--- config.mk ---
export PLATFORM = sky130hd
export DESIGN_NAME = biquad_iir_filter
export DESIGN_NICKNAME = d
export VERILOG_FILES = /design/src/sv/bqf_pkg.sv /design/src/sv/bqf_seq.sv /design/src/sv/biquad_iir_filter.sv
export SDC_FILE = /design/constraint.sdc
export NUM_CORES = 2
export LEC_CHECK = 0
export BUFFER_PORTS_ARGS = -buffer_cell sky130_fd_sc_hd__buf_2
export CAP_MARGIN = 20
export CORE_MARGIN = 3
export CORE_UTILIZATION = 25
export DETAILED_ROUTE_END_ITERATION = 16
export SETUP_SLACK_MARGIN = 0.5
export SLEW_MARGIN = 0
export SYNTH_ARGS = -nofsm -noshare
export SYNTH_HDL_FRONTEND = slang
export SYNTH_SLANG_ARGS = --single-unit
--- constraint.sdc ---
create_clock -name clk -period 10.65 [get_ports clk]
set_clock_uncertainty 0.1 [all_clocks]
set_input_delay 2.13 -clock clk [delete_from_list [all_inputs] [get_ports clk]]
set_output_delay 2.13 -clock clk [all_outputs]
set_load 0.01 [all_outputs]
--- src/sv/bqf_pkg.sv ---
`default_nettype none

package bqf_pkg;

    // fixed field widths
    localparam int COEF_BITS          = 20;
    localparam int SUM_BITS           = 40;
    localparam int DEF_SAMPLE_BITS    = 16;
    localparam int DEF_COEF_FRAC_BITS = 16;

    // apb register map, one register every four bytes
    localparam int ADDR_BITS = 5;
    localparam int IDX_BITS  = 3;

    localparam logic [IDX_BITS-1:0] REG_B0     = 3'd0;
    localparam logic [IDX_BITS-1:0] REG_B1     = 3'd1;
    localparam logic [IDX_BITS-1:0] REG_B2     = 3'd2;
    localparam logic [IDX_BITS-1:0] REG_A1     = 3'd3;
    localparam logic [IDX_BITS-1:0] REG_A2     = 3'd4;
    localparam logic [IDX_BITS-1:0] REG_BYPASS = 3'd5;

    // microprogram step counter
    localparam int STEP_BITS = 4;

    localparam logic [STEP_BITS-1:0] STEP_BYPASS = 4'd8;

    // coefficient and operand pair fed to the shared multiplier
    typedef enum logic [2:0] {
        MS_B0X = 3'd0,
        MS_B1X = 3'd1,
        MS_B2X = 3'd2,
        MS_A1Y = 3'd3,
        MS_A2Y = 3'd4
    } mul_sel_t;

    // accumulator operation
    typedef enum logic [2:0] {
        AO_HOLD     = 3'd0,
        AO_LOAD_S1H = 3'd1,
        AO_ADD      = 3'd2,
        AO_LOAD_S2P = 3'd3,
        AO_SUB      = 3'd4,
        AO_LOAD_P   = 3'd5
    } acc_op_t;

    // jump condition
    typedef enum logic [0:0] {
        JC_NONE   = 1'b0,
        JC_BYPASS = 1'b1
    } jcond_t;

    // one control word of the microprogram
    typedef struct packed {
        mul_sel_t             mul_sel;
        acc_op_t              acc_op;
        logic                 y_wr;
        logic                 s1_wr;
        logic                 s2_wr;
        logic                 byp_out;
        logic                 done;
        jcond_t               jcond;
        logic [STEP_BITS-1:0] jtarget;
    } ctrl_t;

    localparam ctrl_t CTRL_NOP = '{
        mul_sel: MS_B0X, acc_op: AO_HOLD, y_wr: 1'b0, s1_wr: 1'b0, s2_wr: 1'b0,
        byp_out: 1'b0, done: 1'b0, jcond: JC_NONE, jtarget: '0
    };

    // microprogram rom
    function automatic ctrl_t ucode(input logic [STEP_BITS-1:0] step);
        ctrl_t w;
        w = CTRL_NOP;
        case (step)
            4'd0:
            begin
                w.mul_sel = MS_B0X;
                w.acc_op  = AO_LOAD_S1H;
                w.jcond   = JC_BYPASS;
                w.jtarget = STEP_BYPASS;
            end
            4'd1:
            begin
                w.mul_sel = MS_B1X;
                w.acc_op  = AO_ADD;
            end
            4'd2:
            begin
                w.mul_sel = MS_B1X;
                w.acc_op  = AO_LOAD_S2P;
                w.y_wr    = 1'b1;
            end
            4'd3:
            begin
                w.mul_sel = MS_A1Y;
                w.acc_op  = AO_HOLD;
            end
            4'd4:
            begin
                w.mul_sel = MS_B2X;
                w.acc_op  = AO_SUB;
            end
            4'd5:
            begin
                w.mul_sel = MS_A2Y;
                w.acc_op  = AO_LOAD_P;
                w.s1_wr   = 1'b1;
            end
            4'd6:
            begin
                w.acc_op  = AO_SUB;
            end
            4'd7:
            begin
                w.s2_wr   = 1'b1;
                w.done    = 1'b1;
            end
            STEP_BYPASS:
            begin
                w.byp_out = 1'b1;
                w.done    = 1'b1;
            end
            default:
            begin
                w.done    = 1'b1;
            end
        endcase
        return w;
    endfunction

endpackage

`default_nettype wire

--- src/sv/bqf_seq.sv ---
`default_nettype none

module bqf_seq
    import bqf_pkg::*;
(
    input  wire logic  clk,
    input  wire logic  rst_n,
    input  wire logic  start,
    input  wire logic  bypass,
    input  wire logic  out_free,
    output ctrl_t      ctrl,
    output logic       idle
);

    typedef enum logic [1:0] {
        SQ_IDLE = 2'b01,
        SQ_RUN  = 2'b10
    } seq_state_t;

    seq_state_t           state_reg, state_next;
    logic [STEP_BITS-1:0] step_reg, step_next;
    ctrl_t                word;

    // rom lookup
    assign word = ucode(step_reg);
    assign idle = (state_reg == SQ_IDLE);
    assign ctrl = (state_reg == SQ_RUN) ? word : CTRL_NOP;

    // step counter with conditional jump, stalls on the final word until output frees
    always_comb
    begin
        state_next = state_reg;
        step_next  = step_reg;
        unique case (state_reg)
            SQ_IDLE:
            begin
                if (start)
                begin
                    state_next = SQ_RUN;
                    step_next  = '0;
                end
            end
            SQ_RUN:
            begin
                if (word.done)
                begin
                    if (out_free)
                    begin
                        state_next = SQ_IDLE;
                    end
                end
                else if (word.jcond == JC_BYPASS && bypass)
                begin
                    step_next = word.jtarget;
                end
                else
                begin
                    step_next = step_reg + 1'b1;
                end
            end
            default:
            begin
                state_next = SQ_IDLE;
            end
        endcase
    end

    always_ff @(posedge clk or negedge rst_n)
    begin
        if (!rst_n)
        begin
            state_reg <= SQ_IDLE;
            step_reg  <= '0;
        end
        else
        begin
            state_reg <= state_next;
            step_reg  <= step_next;
        end
    end

endmodule

`default_nettype wire

--- src/sv/biquad_iir_filter.sv ---
`default_nettype none

// channel   | dir | signals                         | contents
// s_axis    | in  | s_tvalid s_tready s_tdata s_tuser | sample_in, clear_state
// m_axis    | out | m_tvalid m_tready m_tdata m_tuser | sample_out, saturated
// apb       | in  | psel penable pwrite paddr pwdata  | b0 b1 b2 a1 a2 bypass
//
// a filtered sample's five products share one registered multiplier and
// one accumulator, stepped by the microprogram; a bypassed sample skips them.
// s_tready is high only while the sequencer is idle; a finished result waits in
// the output register, and the sequencer holds its last step until it is free.
// reset clears both partial sums, sets b0 to unity and all other configuration registers to zero.

module biquad_iir_filter
    import bqf_pkg::*;
#(
    parameter int SAMPLE_BITS    = DEF_SAMPLE_BITS,
    parameter int COEF_FRAC_BITS = DEF_COEF_FRAC_BITS,
    localparam int TDATA_BITS    = ((SAMPLE_BITS + 7) / 8) * 8
)
(
    input  wire logic                   clk,
    input  wire logic                   rst_n,
    // input stream
    input  wire logic                   s_tvalid,
    output logic                        s_tready,
    input  wire logic [TDATA_BITS-1:0]  s_tdata,   // sample_in
    input  wire logic                   s_tuser,   // clear_state
    // output stream
    output logic                        m_tvalid,
    input  wire logic                   m_tready,
    output logic [TDATA_BITS-1:0]       m_tdata,   // sample_out
    output logic                        m_tuser,   // saturated
    // configuration
    input  wire logic                   psel,
    input  wire logic                   penable,
    input  wire logic                   pwrite,
    input  wire logic [ADDR_BITS-1:0]   paddr,
    input  wire logic [31:0]            pwdata,
    output logic [31:0]                 prdata,
    output logic                        pready
);

    localparam int PROD_BITS  = SAMPLE_BITS + COEF_BITS;
    localparam int ACC_BITS   = ((SUM_BITS > PROD_BITS) ? SUM_BITS : PROD_BITS) + 2;

    localparam logic signed [COEF_BITS-1:0] B0_RESET =
        (COEF_FRAC_BITS < COEF_BITS - 1) ? COEF_BITS'(longint'(1) << COEF_FRAC_BITS)
                                         : {1'b0, {(COEF_BITS-1){1'b1}}};
    localparam logic signed [ACC_BITS-1:0] ROUND_HALF =
        ACC_BITS'(longint'(1) << (COEF_FRAC_BITS - 1));

    // configuration registers
    logic signed [COEF_BITS-1:0] b0_reg, b1_reg, b2_reg, a1_reg, a2_reg;
    logic                        bypass_reg;
    logic                        cfg_wr;
    logic [IDX_BITS-1:0]         cfg_idx;

    // datapath
    logic signed [SAMPLE_BITS-1:0] x_reg;
    logic signed [SAMPLE_BITS-1:0] y_reg;
    logic                          sat_reg;
    logic signed [SUM_BITS-1:0]    s1_reg, s2_reg;
    logic signed [PROD_BITS-1:0]   prod_reg;
    logic signed [ACC_BITS-1:0]    acc_reg, acc_next;
    logic signed [SAMPLE_BITS-1:0] mul_a;
    logic signed [COEF_BITS-1:0]   mul_b;
    logic signed [ACC_BITS-1:0]    acc_shr;
    logic [ACC_BITS-SAMPLE_BITS:0] y_hi;
    logic                          y_fits;
    logic signed [SAMPLE_BITS-1:0] y_next;
    logic [ACC_BITS-SUM_BITS:0]    s_hi;
    logic signed [SUM_BITS-1:0]    s_sat;

    // output register
    logic                          out_valid_reg;
    logic signed [SAMPLE_BITS-1:0] out_data_reg;
    logic                          out_sat_reg;
    logic                          out_free;
    logic                          in_req;
    logic                          seq_idle;
    ctrl_t                         ctrl;

    // apb decode
    assign pready  = 1'b1;
    assign cfg_wr  = psel & penable & pwrite & pready;
    assign cfg_idx = paddr[ADDR_BITS-1:2];

    always_comb
    begin
        prdata = '0;
        unique case (cfg_idx)
            REG_B0:     prdata = 32'($unsigned(b0_reg));
            REG_B1:     prdata = 32'($unsigned(b1_reg));
            REG_B2:     prdata = 32'($unsigned(b2_reg));
            REG_A1:     prdata = 32'($unsigned(a1_reg));
            REG_A2:     prdata = 32'($unsigned(a2_reg));
            REG_BYPASS: prdata = 32'(bypass_reg);
            default:    prdata = '0;
        endcase
    end

    always_ff @(posedge clk or negedge rst_n)
    begin
        if (!rst_n)
        begin
            b0_reg     <= B0_RESET;
            b1_reg     <= '0;
            b2_reg     <= '0;
            a1_reg     <= '0;
            a2_reg     <= '0;
            bypass_reg <= 1'b0;
        end
        else if (cfg_wr)
        begin
            unique case (cfg_idx)
                REG_B0:     b0_reg     <= pwdata[COEF_BITS-1:0];
                REG_B1:     b1_reg     <= pwdata[COEF_BITS-1:0];
                REG_B2:     b2_reg     <= pwdata[COEF_BITS-1:0];
                REG_A1:     a1_reg     <= pwdata[COEF_BITS-1:0];
                REG_A2:     a2_reg     <= pwdata[COEF_BITS-1:0];
                REG_BYPASS: bypass_reg <= pwdata[0];
                default:    ;
            endcase
        end
    end

    // handshakes
    assign s_tready = seq_idle;
    assign in_req   = s_tvalid & s_tready;
    assign out_free = !out_valid_reg || m_tready;

    bqf_seq u_seq (
        .clk      (clk),
        .rst_n    (rst_n),
        .start    (in_req),
        .bypass   (bypass_reg),
        .out_free (out_free),
        .ctrl     (ctrl),
        .idle     (seq_idle)
    );

    // operand select for the shared multiplier
    always_comb
    begin
        mul_a = x_reg;
        mul_b = b0_reg;
        case (ctrl.mul_sel)
            MS_B0X:
            begin
                mul_a = x_reg;
                mul_b = b0_reg;
            end
            MS_B1X:
            begin
                mul_a = x_reg;
                mul_b = b1_reg;
            end
            MS_B2X:
            begin
                mul_a = x_reg;
                mul_b = b2_reg;
            end
            MS_A1Y:
            begin
                mul_a = y_reg;
                mul_b = a1_reg;
            end
            MS_A2Y:
            begin
                mul_a = y_reg;
                mul_b = a2_reg;
            end
            default:
            begin
                mul_a = x_reg;
                mul_b = b0_reg;
            end
        endcase
    end

    // accumulator
    always_comb
    begin
        acc_next = acc_reg;
        case (ctrl.acc_op)
            AO_LOAD_S1H: acc_next = ACC_BITS'(s1_reg) + ROUND_HALF;
            AO_ADD:      acc_next = acc_reg + ACC_BITS'(prod_reg);
            AO_LOAD_S2P: acc_next = ACC_BITS'(s2_reg) + ACC_BITS'(prod_reg);
            AO_SUB:      acc_next = acc_reg - ACC_BITS'(prod_reg);
            AO_LOAD_P:   acc_next = ACC_BITS'(prod_reg);
            default:     acc_next = acc_reg;
        endcase
    end

    // round half up and clamp to the sample range
    assign acc_shr = acc_reg >>> COEF_FRAC_BITS;
    assign y_hi    = acc_shr[ACC_BITS-1:SAMPLE_BITS-1];
    assign y_fits  = (&y_hi) || !(|y_hi);
    assign y_next  = y_fits ? acc_shr[SAMPLE_BITS-1:0]
                            : {acc_shr[ACC_BITS-1], {(SAMPLE_BITS-1){~acc_shr[ACC_BITS-1]}}};

    // clamp a new partial sum to its width
    assign s_hi  = acc_reg[ACC_BITS-1:SUM_BITS-1];
    assign s_sat = ((&s_hi) || !(|s_hi))
                 ? acc_reg[SUM_BITS-1:0]
                 : {acc_reg[ACC_BITS-1], {(SUM_BITS-1){~acc_reg[ACC_BITS-1]}}};

    // datapath registers
    always_ff @(posedge clk)
    begin
        prod_reg <= mul_a * mul_b;
        acc_reg  <= acc_next;
        if (in_req)
        begin
            x_reg <= s_tdata[SAMPLE_BITS-1:0];
        end
        if (ctrl.y_wr)
        begin
            y_reg   <= y_next;
            sat_reg <= !y_fits;
        end
    end

    // partial sums, cleared at reset and by a request that asks for it
    always_ff @(posedge clk or negedge rst_n)
    begin
        if (!rst_n)
        begin
            s1_reg <= '0;
            s2_reg <= '0;
        end
        else if (in_req && s_tuser)
        begin
            s1_reg <= '0;
            s2_reg <= '0;
        end
        else
        begin
            if (ctrl.s1_wr)
            begin
                s1_reg <= s_sat;
            end
            if (ctrl.s2_wr)
            begin
                s2_reg <= s_sat;
            end
        end
    end

    // output register
    always_ff @(posedge clk or negedge rst_n)
    begin
        if (!rst_n)
        begin
            out_valid_reg <= 1'b0;
        end
        else if (ctrl.done && out_free)
        begin
            out_valid_reg <= 1'b1;
        end
        else if (m_tready)
        begin
            out_valid_reg <= 1'b0;
        end
    end

    always_ff @(posedge clk)
    begin
        if (ctrl.done && out_free)
        begin
            out_data_reg <= ctrl.byp_out ? x_reg : y_reg;
            out_sat_reg  <= ctrl.byp_out ? 1'b0 : sat_reg;
        end
    end

    assign m_tvalid = out_valid_reg;
    assign m_tdata  = TDATA_BITS'($unsigned(out_data_reg));
    assign m_tuser  = out_sat_reg;

    // a full output register that is not drained holds the sequencer on its last step
    a_done_stall: assert property (@(posedge clk) disable iff (!rst_n)
        ctrl.done && out_valid_reg && !m_tready |=> ctrl.done)
        else $error("sequencer left its final step while output was blocked");

    // a request starts the program, so no second request next cycle
    a_busy_after_req: assert property (@(posedge clk) disable iff (!rst_n)
        in_req |=> !s_tready)
        else $error("input ready right after a request");

    // the first partial sum (step 5) is written after the output sample (step 2)
    a_s1_after_y: assert property (@(posedge clk) disable iff (!rst_n)
        ctrl.s1_wr |-> $past(ctrl.y_wr, 3))
        else $error("partial sum written out of program order");

    // a result appears only from a final program step
    a_valid_from_done: assert property (@(posedge clk) disable iff (!rst_n)
        $rose(m_tvalid) |-> $past(ctrl.done))
        else $error("output valid without a finished program");

endmodule

`default_nettype wire

==> impl_results.md <==
- Ys async rst share: 0.5949
- Number of enable flip-flop cells after synthesis: roughly 90
- Slew of the pin with the lowest slew margin: approximately 1100 ps
- Std cell rows: ~130
- CTS tree: done
- Slack of the worst reg-to-reg path: around 1100 ps
- Number of buffers on the longest clock path: 3
- Worst hold path stage count: 1
- Number of routed nets with antenna violations: 0
- Category of the most critical setup path: reg2reg
- Num CTS Buffers: 40
- Largest fanout on the critical path: 25
- Flops & latches, synth: approximately 320
- Library cells used by synthesis: 95
- Initial standard-cell utilization of the core: 0.2526
- Worst slew margin: 0.2567
- Wire length of the first global-routing pass: 144.9 mm
- Htree depth: 2
- Routed vias: between 20000 and 25000
- Via density per instance: roughly 4.9
- Total track usage: 0.1413
- Placeable core region: approximately 120000 um^2
- Final hold viol count: 0
- Maximum operating frequency: 105.0 MHz
- Via count of the first global-routing pass: between 20000 and 25000
- Final critical-path share of the clock period: 0.8939
- Sequential fraction of the synthesis area: 0.2616
- Area Growth Syn to Fin: 12.05%
- Critical path required time: ~11000 ps
- Number of clock sinks: 316
- DRT Wirelength: 92.47 mm
- Clock latency on the worst-skew pair: about 600 ps
- Post-Synthesis Cells: ~3300
- Max FFs per register: 42
- Cells after DPL: slightly below 5000
- Filler Cell Count: approximately 13000
- Fin nets: about 3900
- Die H: approximately 360 um
- Number of pins with negative max-slew slack in the final report: 0
- Post-layout min period: about 9500 ps
- I/O pin count: roughly 110
- Overall die width: about 360 um
- Worst Reg2Reg Path Length in Cells: 28
- Total negative setup slack: 0 ps
- Launching element type of the critical path: flop
- CTS-repair resized insts: 0
- Count of non-filler cells in the finished layout: roughly 5000
- Number of port buffers: 85
- Yosys warnings: 0
- Pin count of the biggest net entering global routing: around 110
- Setup violation total in the final timing report: 0
- Min-delay worst type: reg2reg
- Area of the mapped netlist: ~31000 um^2
- Reported max-cap violation count: 0
- Area of the die: 129500 um^2
- Type of destination of the critical path: flop
- Dominant synthesized flop cell: sky130_fd_sc_hd__dfrtp_1
- Layout cells sized above 1: 0.1265
- Number of setup buffers added after CTS: 0
- RSZ-0062 raised after global routing: false
- Number of iterations in the first detailed-routing pass: 8
- Synthesized area divided by synthesized cell count: roughly 9.4 um^2
- Clk pin slew, worst setup/hold paths: around 60 ps
- Storage element area: 8190 um^2
- Top cell by count, worst path: sky130_fd_sc_hd__fa_1
- Final HPWL DP: ~71 mm
- Data arrival, critical path: 9920 ps
- DRC violation count after routing: 0
- Overflow after GRT: 0
- Buffer cell driving the clock tree root: sky130_fd_sc_hd__clkbuf_16
- Average wire length per cell after detail routing: 18.38 um
- Antenna violations before repair: 5
- Routability congestion estimate: between 0.9 and 1
- Area used by multi-input combinational logic: about 21000 um^2
- Max stage delay on crit path: approximately 850 ps
- Hold-fix buffer count after cts: 0
- CP max-delay cell: sky130_fd_sc_hd__nor2_4
- Status: complete, no violations
- DR iter-0 viols: approximately 2100
-- cell type report --
type	instances	area share
antenna	3	0.0002140
clock buffer	60	0.03423
clock inverter	14	0.005741
inverter	428	0.04579
multi-input combinational	2433	0.5966
sequential	316	0.2334
tap	1637	0.05838
timing repair buffer	141	0.02560
-- worst paths after layout --
path / startpoint / endpoint
hold / removal: a1_reg[0] / a1_reg[0]
setup / recovery: u_seq.step_reg[1] / prod_reg[32]
setup reg to reg: u_seq.step_reg[1] / prod_reg[32]
max in group asynchronous: rst_n / b1_reg[13]
min in group asynchronous: rst_n / s2_reg[37]
hold reg to reg: a1_reg[0] / a1_reg[0]
-- per-stage QoR --
step / hold WS, ps / instance area [um^2] / utilization / setup slack (ps)
finish: 426.9 / 35090 / 0.2830 / 1130
global route: 446.5 / 35080 / 0.2830 / 578.8
CTS: 424.2 / 35040 / 0.2827 / 1137
detailed placement: 411.9 / 33640 / 0.2714 / 1173
global placement: 407.1 / 33600 / 0.2711 / 1243
floorplan: 380.8 / 31350 / - / 2382
-- worst max-delay path, delay by kind of cell (launching register included) --
family / cells / cell delay (ps)
fa+ha+maj: 8 / 3820
mux: 1 / 540
flops: 1 / 410
buf+inv: 6 / 890
xor+xnor: 1 / 180
compound gates: 7 / 1810
simple gates: 5 / 1630
-- per-layer routing --
layer	track usage	share of wire	vias to the layer above
li1	-	-	11320
met1	0.1974	0.45	12540
met2	0.2197	0.45	754
met3	0.02486	0.068	145
met4	0.04877	0.033	0
met5	0	0	-
-- cells in the mapped netlist (all sizes together) (23+ instances only) --
library cell | n | area share
dfxtp | 36 | 0.023
buf | 34 | 0.0061
mux2i | 57 | 0.018
ha | 176 | 0.070
or2 | 30 | 0.0060
o21ai | 129 | 0.021
edfxtp | 92 | 0.088
xor2 | 63 | 0.018
a211oi | 92 | 0.022
a21o | 78 | 0.019
mux2 | 139 | 0.050
dfrtp | 186 | 0.15
nand3 | 43 | 0.0069
xnor2 | 96 | 0.027
nor2 | 409 | 0.049
a21oi | 154 | 0.025
clkbuf | 139 | 0.017
fa | 321 | 0.21
nand2 | 230 | 0.028
nor3 | 29 | 0.0055
inv | 428 | 0.051
nand2b | 23 | 0.0046
a22oi | 37 | 0.0090
a222oi | 34 | 0.011
-- logic make-up (layout without fill, tap and decap cells) --
family	count (synthesis)	count (layout)	share of synthesized area
XOR/XNOR	159	159	0.04471
AND/OR/NAND/NOR	870	870	0.1226
adder cells (fa/ha/maj)	497	497	0.2756
buffers and inverters	601	643	0.07412
other	2	16	0.0002398
flip-flops	316	316	0.2616
multiplexers	199	199	0.07049
AO/OA/AOI/OAI	695	695	0.1507
-- cell usage in the layout (no fill, tap or decap), types with 16 or more instances in the layout --
| master | synthesis | routed |
|---|---|---|
| sky130_fd_sc_hd__a211oi_1 | 92 | 92 |
| sky130_fd_sc_hd__a21o_1 | 78 | 78 |
| sky130_fd_sc_hd__a21oi_1 | 154 | 154 |
| sky130_fd_sc_hd__a222oi_1 | 34 | 34 |
| sky130_fd_sc_hd__a22oi_1 | 36 | 36 |
| sky130_fd_sc_hd__and2_1 | 19 | 19 |
| sky130_fd_sc_hd__and3_1 | 19 | 16 |
| sky130_fd_sc_hd__buf_2 | 9 | 84 |
| sky130_fd_sc_hd__buf_4 | 14 | 53 |
| sky130_fd_sc_hd__clkbuf_16 | 0 | 44 |
| sky130_fd_sc_hd__dfrtp_1 | 186 | 186 |
| sky130_fd_sc_hd__dfxtp_1 | 36 | 36 |
| sky130_fd_sc_hd__edfxtp_1 | 92 | 92 |
| sky130_fd_sc_hd__fa_1 | 321 | 321 |
| sky130_fd_sc_hd__ha_1 | 176 | 176 |
| sky130_fd_sc_hd__inv_1 | 428 | 428 |
| sky130_fd_sc_hd__mux2_2 | 138 | 138 |
| sky130_fd_sc_hd__mux2i_1 | 57 | 53 |
| sky130_fd_sc_hd__nand2_1 | 229 | 229 |
| sky130_fd_sc_hd__nand2b_1 | 23 | 23 |
| sky130_fd_sc_hd__nand3_1 | 43 | 43 |
| sky130_fd_sc_hd__nand4_1 | 21 | 21 |
| sky130_fd_sc_hd__nor2_1 | 407 | 401 |
| sky130_fd_sc_hd__nor3_1 | 26 | 23 |
| sky130_fd_sc_hd__o21a_1 | 19 | 19 |
| sky130_fd_sc_hd__o21ai_0 | 124 | 124 |
| sky130_fd_sc_hd__o21bai_1 | 20 | 20 |
| sky130_fd_sc_hd__o22ai_1 | 21 | 21 |
| sky130_fd_sc_hd__o31ai_1 | 18 | 17 |
| sky130_fd_sc_hd__or2_2 | 30 | 30 |
| sky130_fd_sc_hd__xnor2_1 | 96 | 96 |
| sky130_fd_sc_hd__xor2_1 | 62 | 62 |
Power is not shown: default switching activity piles up to over one toggle a cycle in this logic, so the estimate is an artifact.
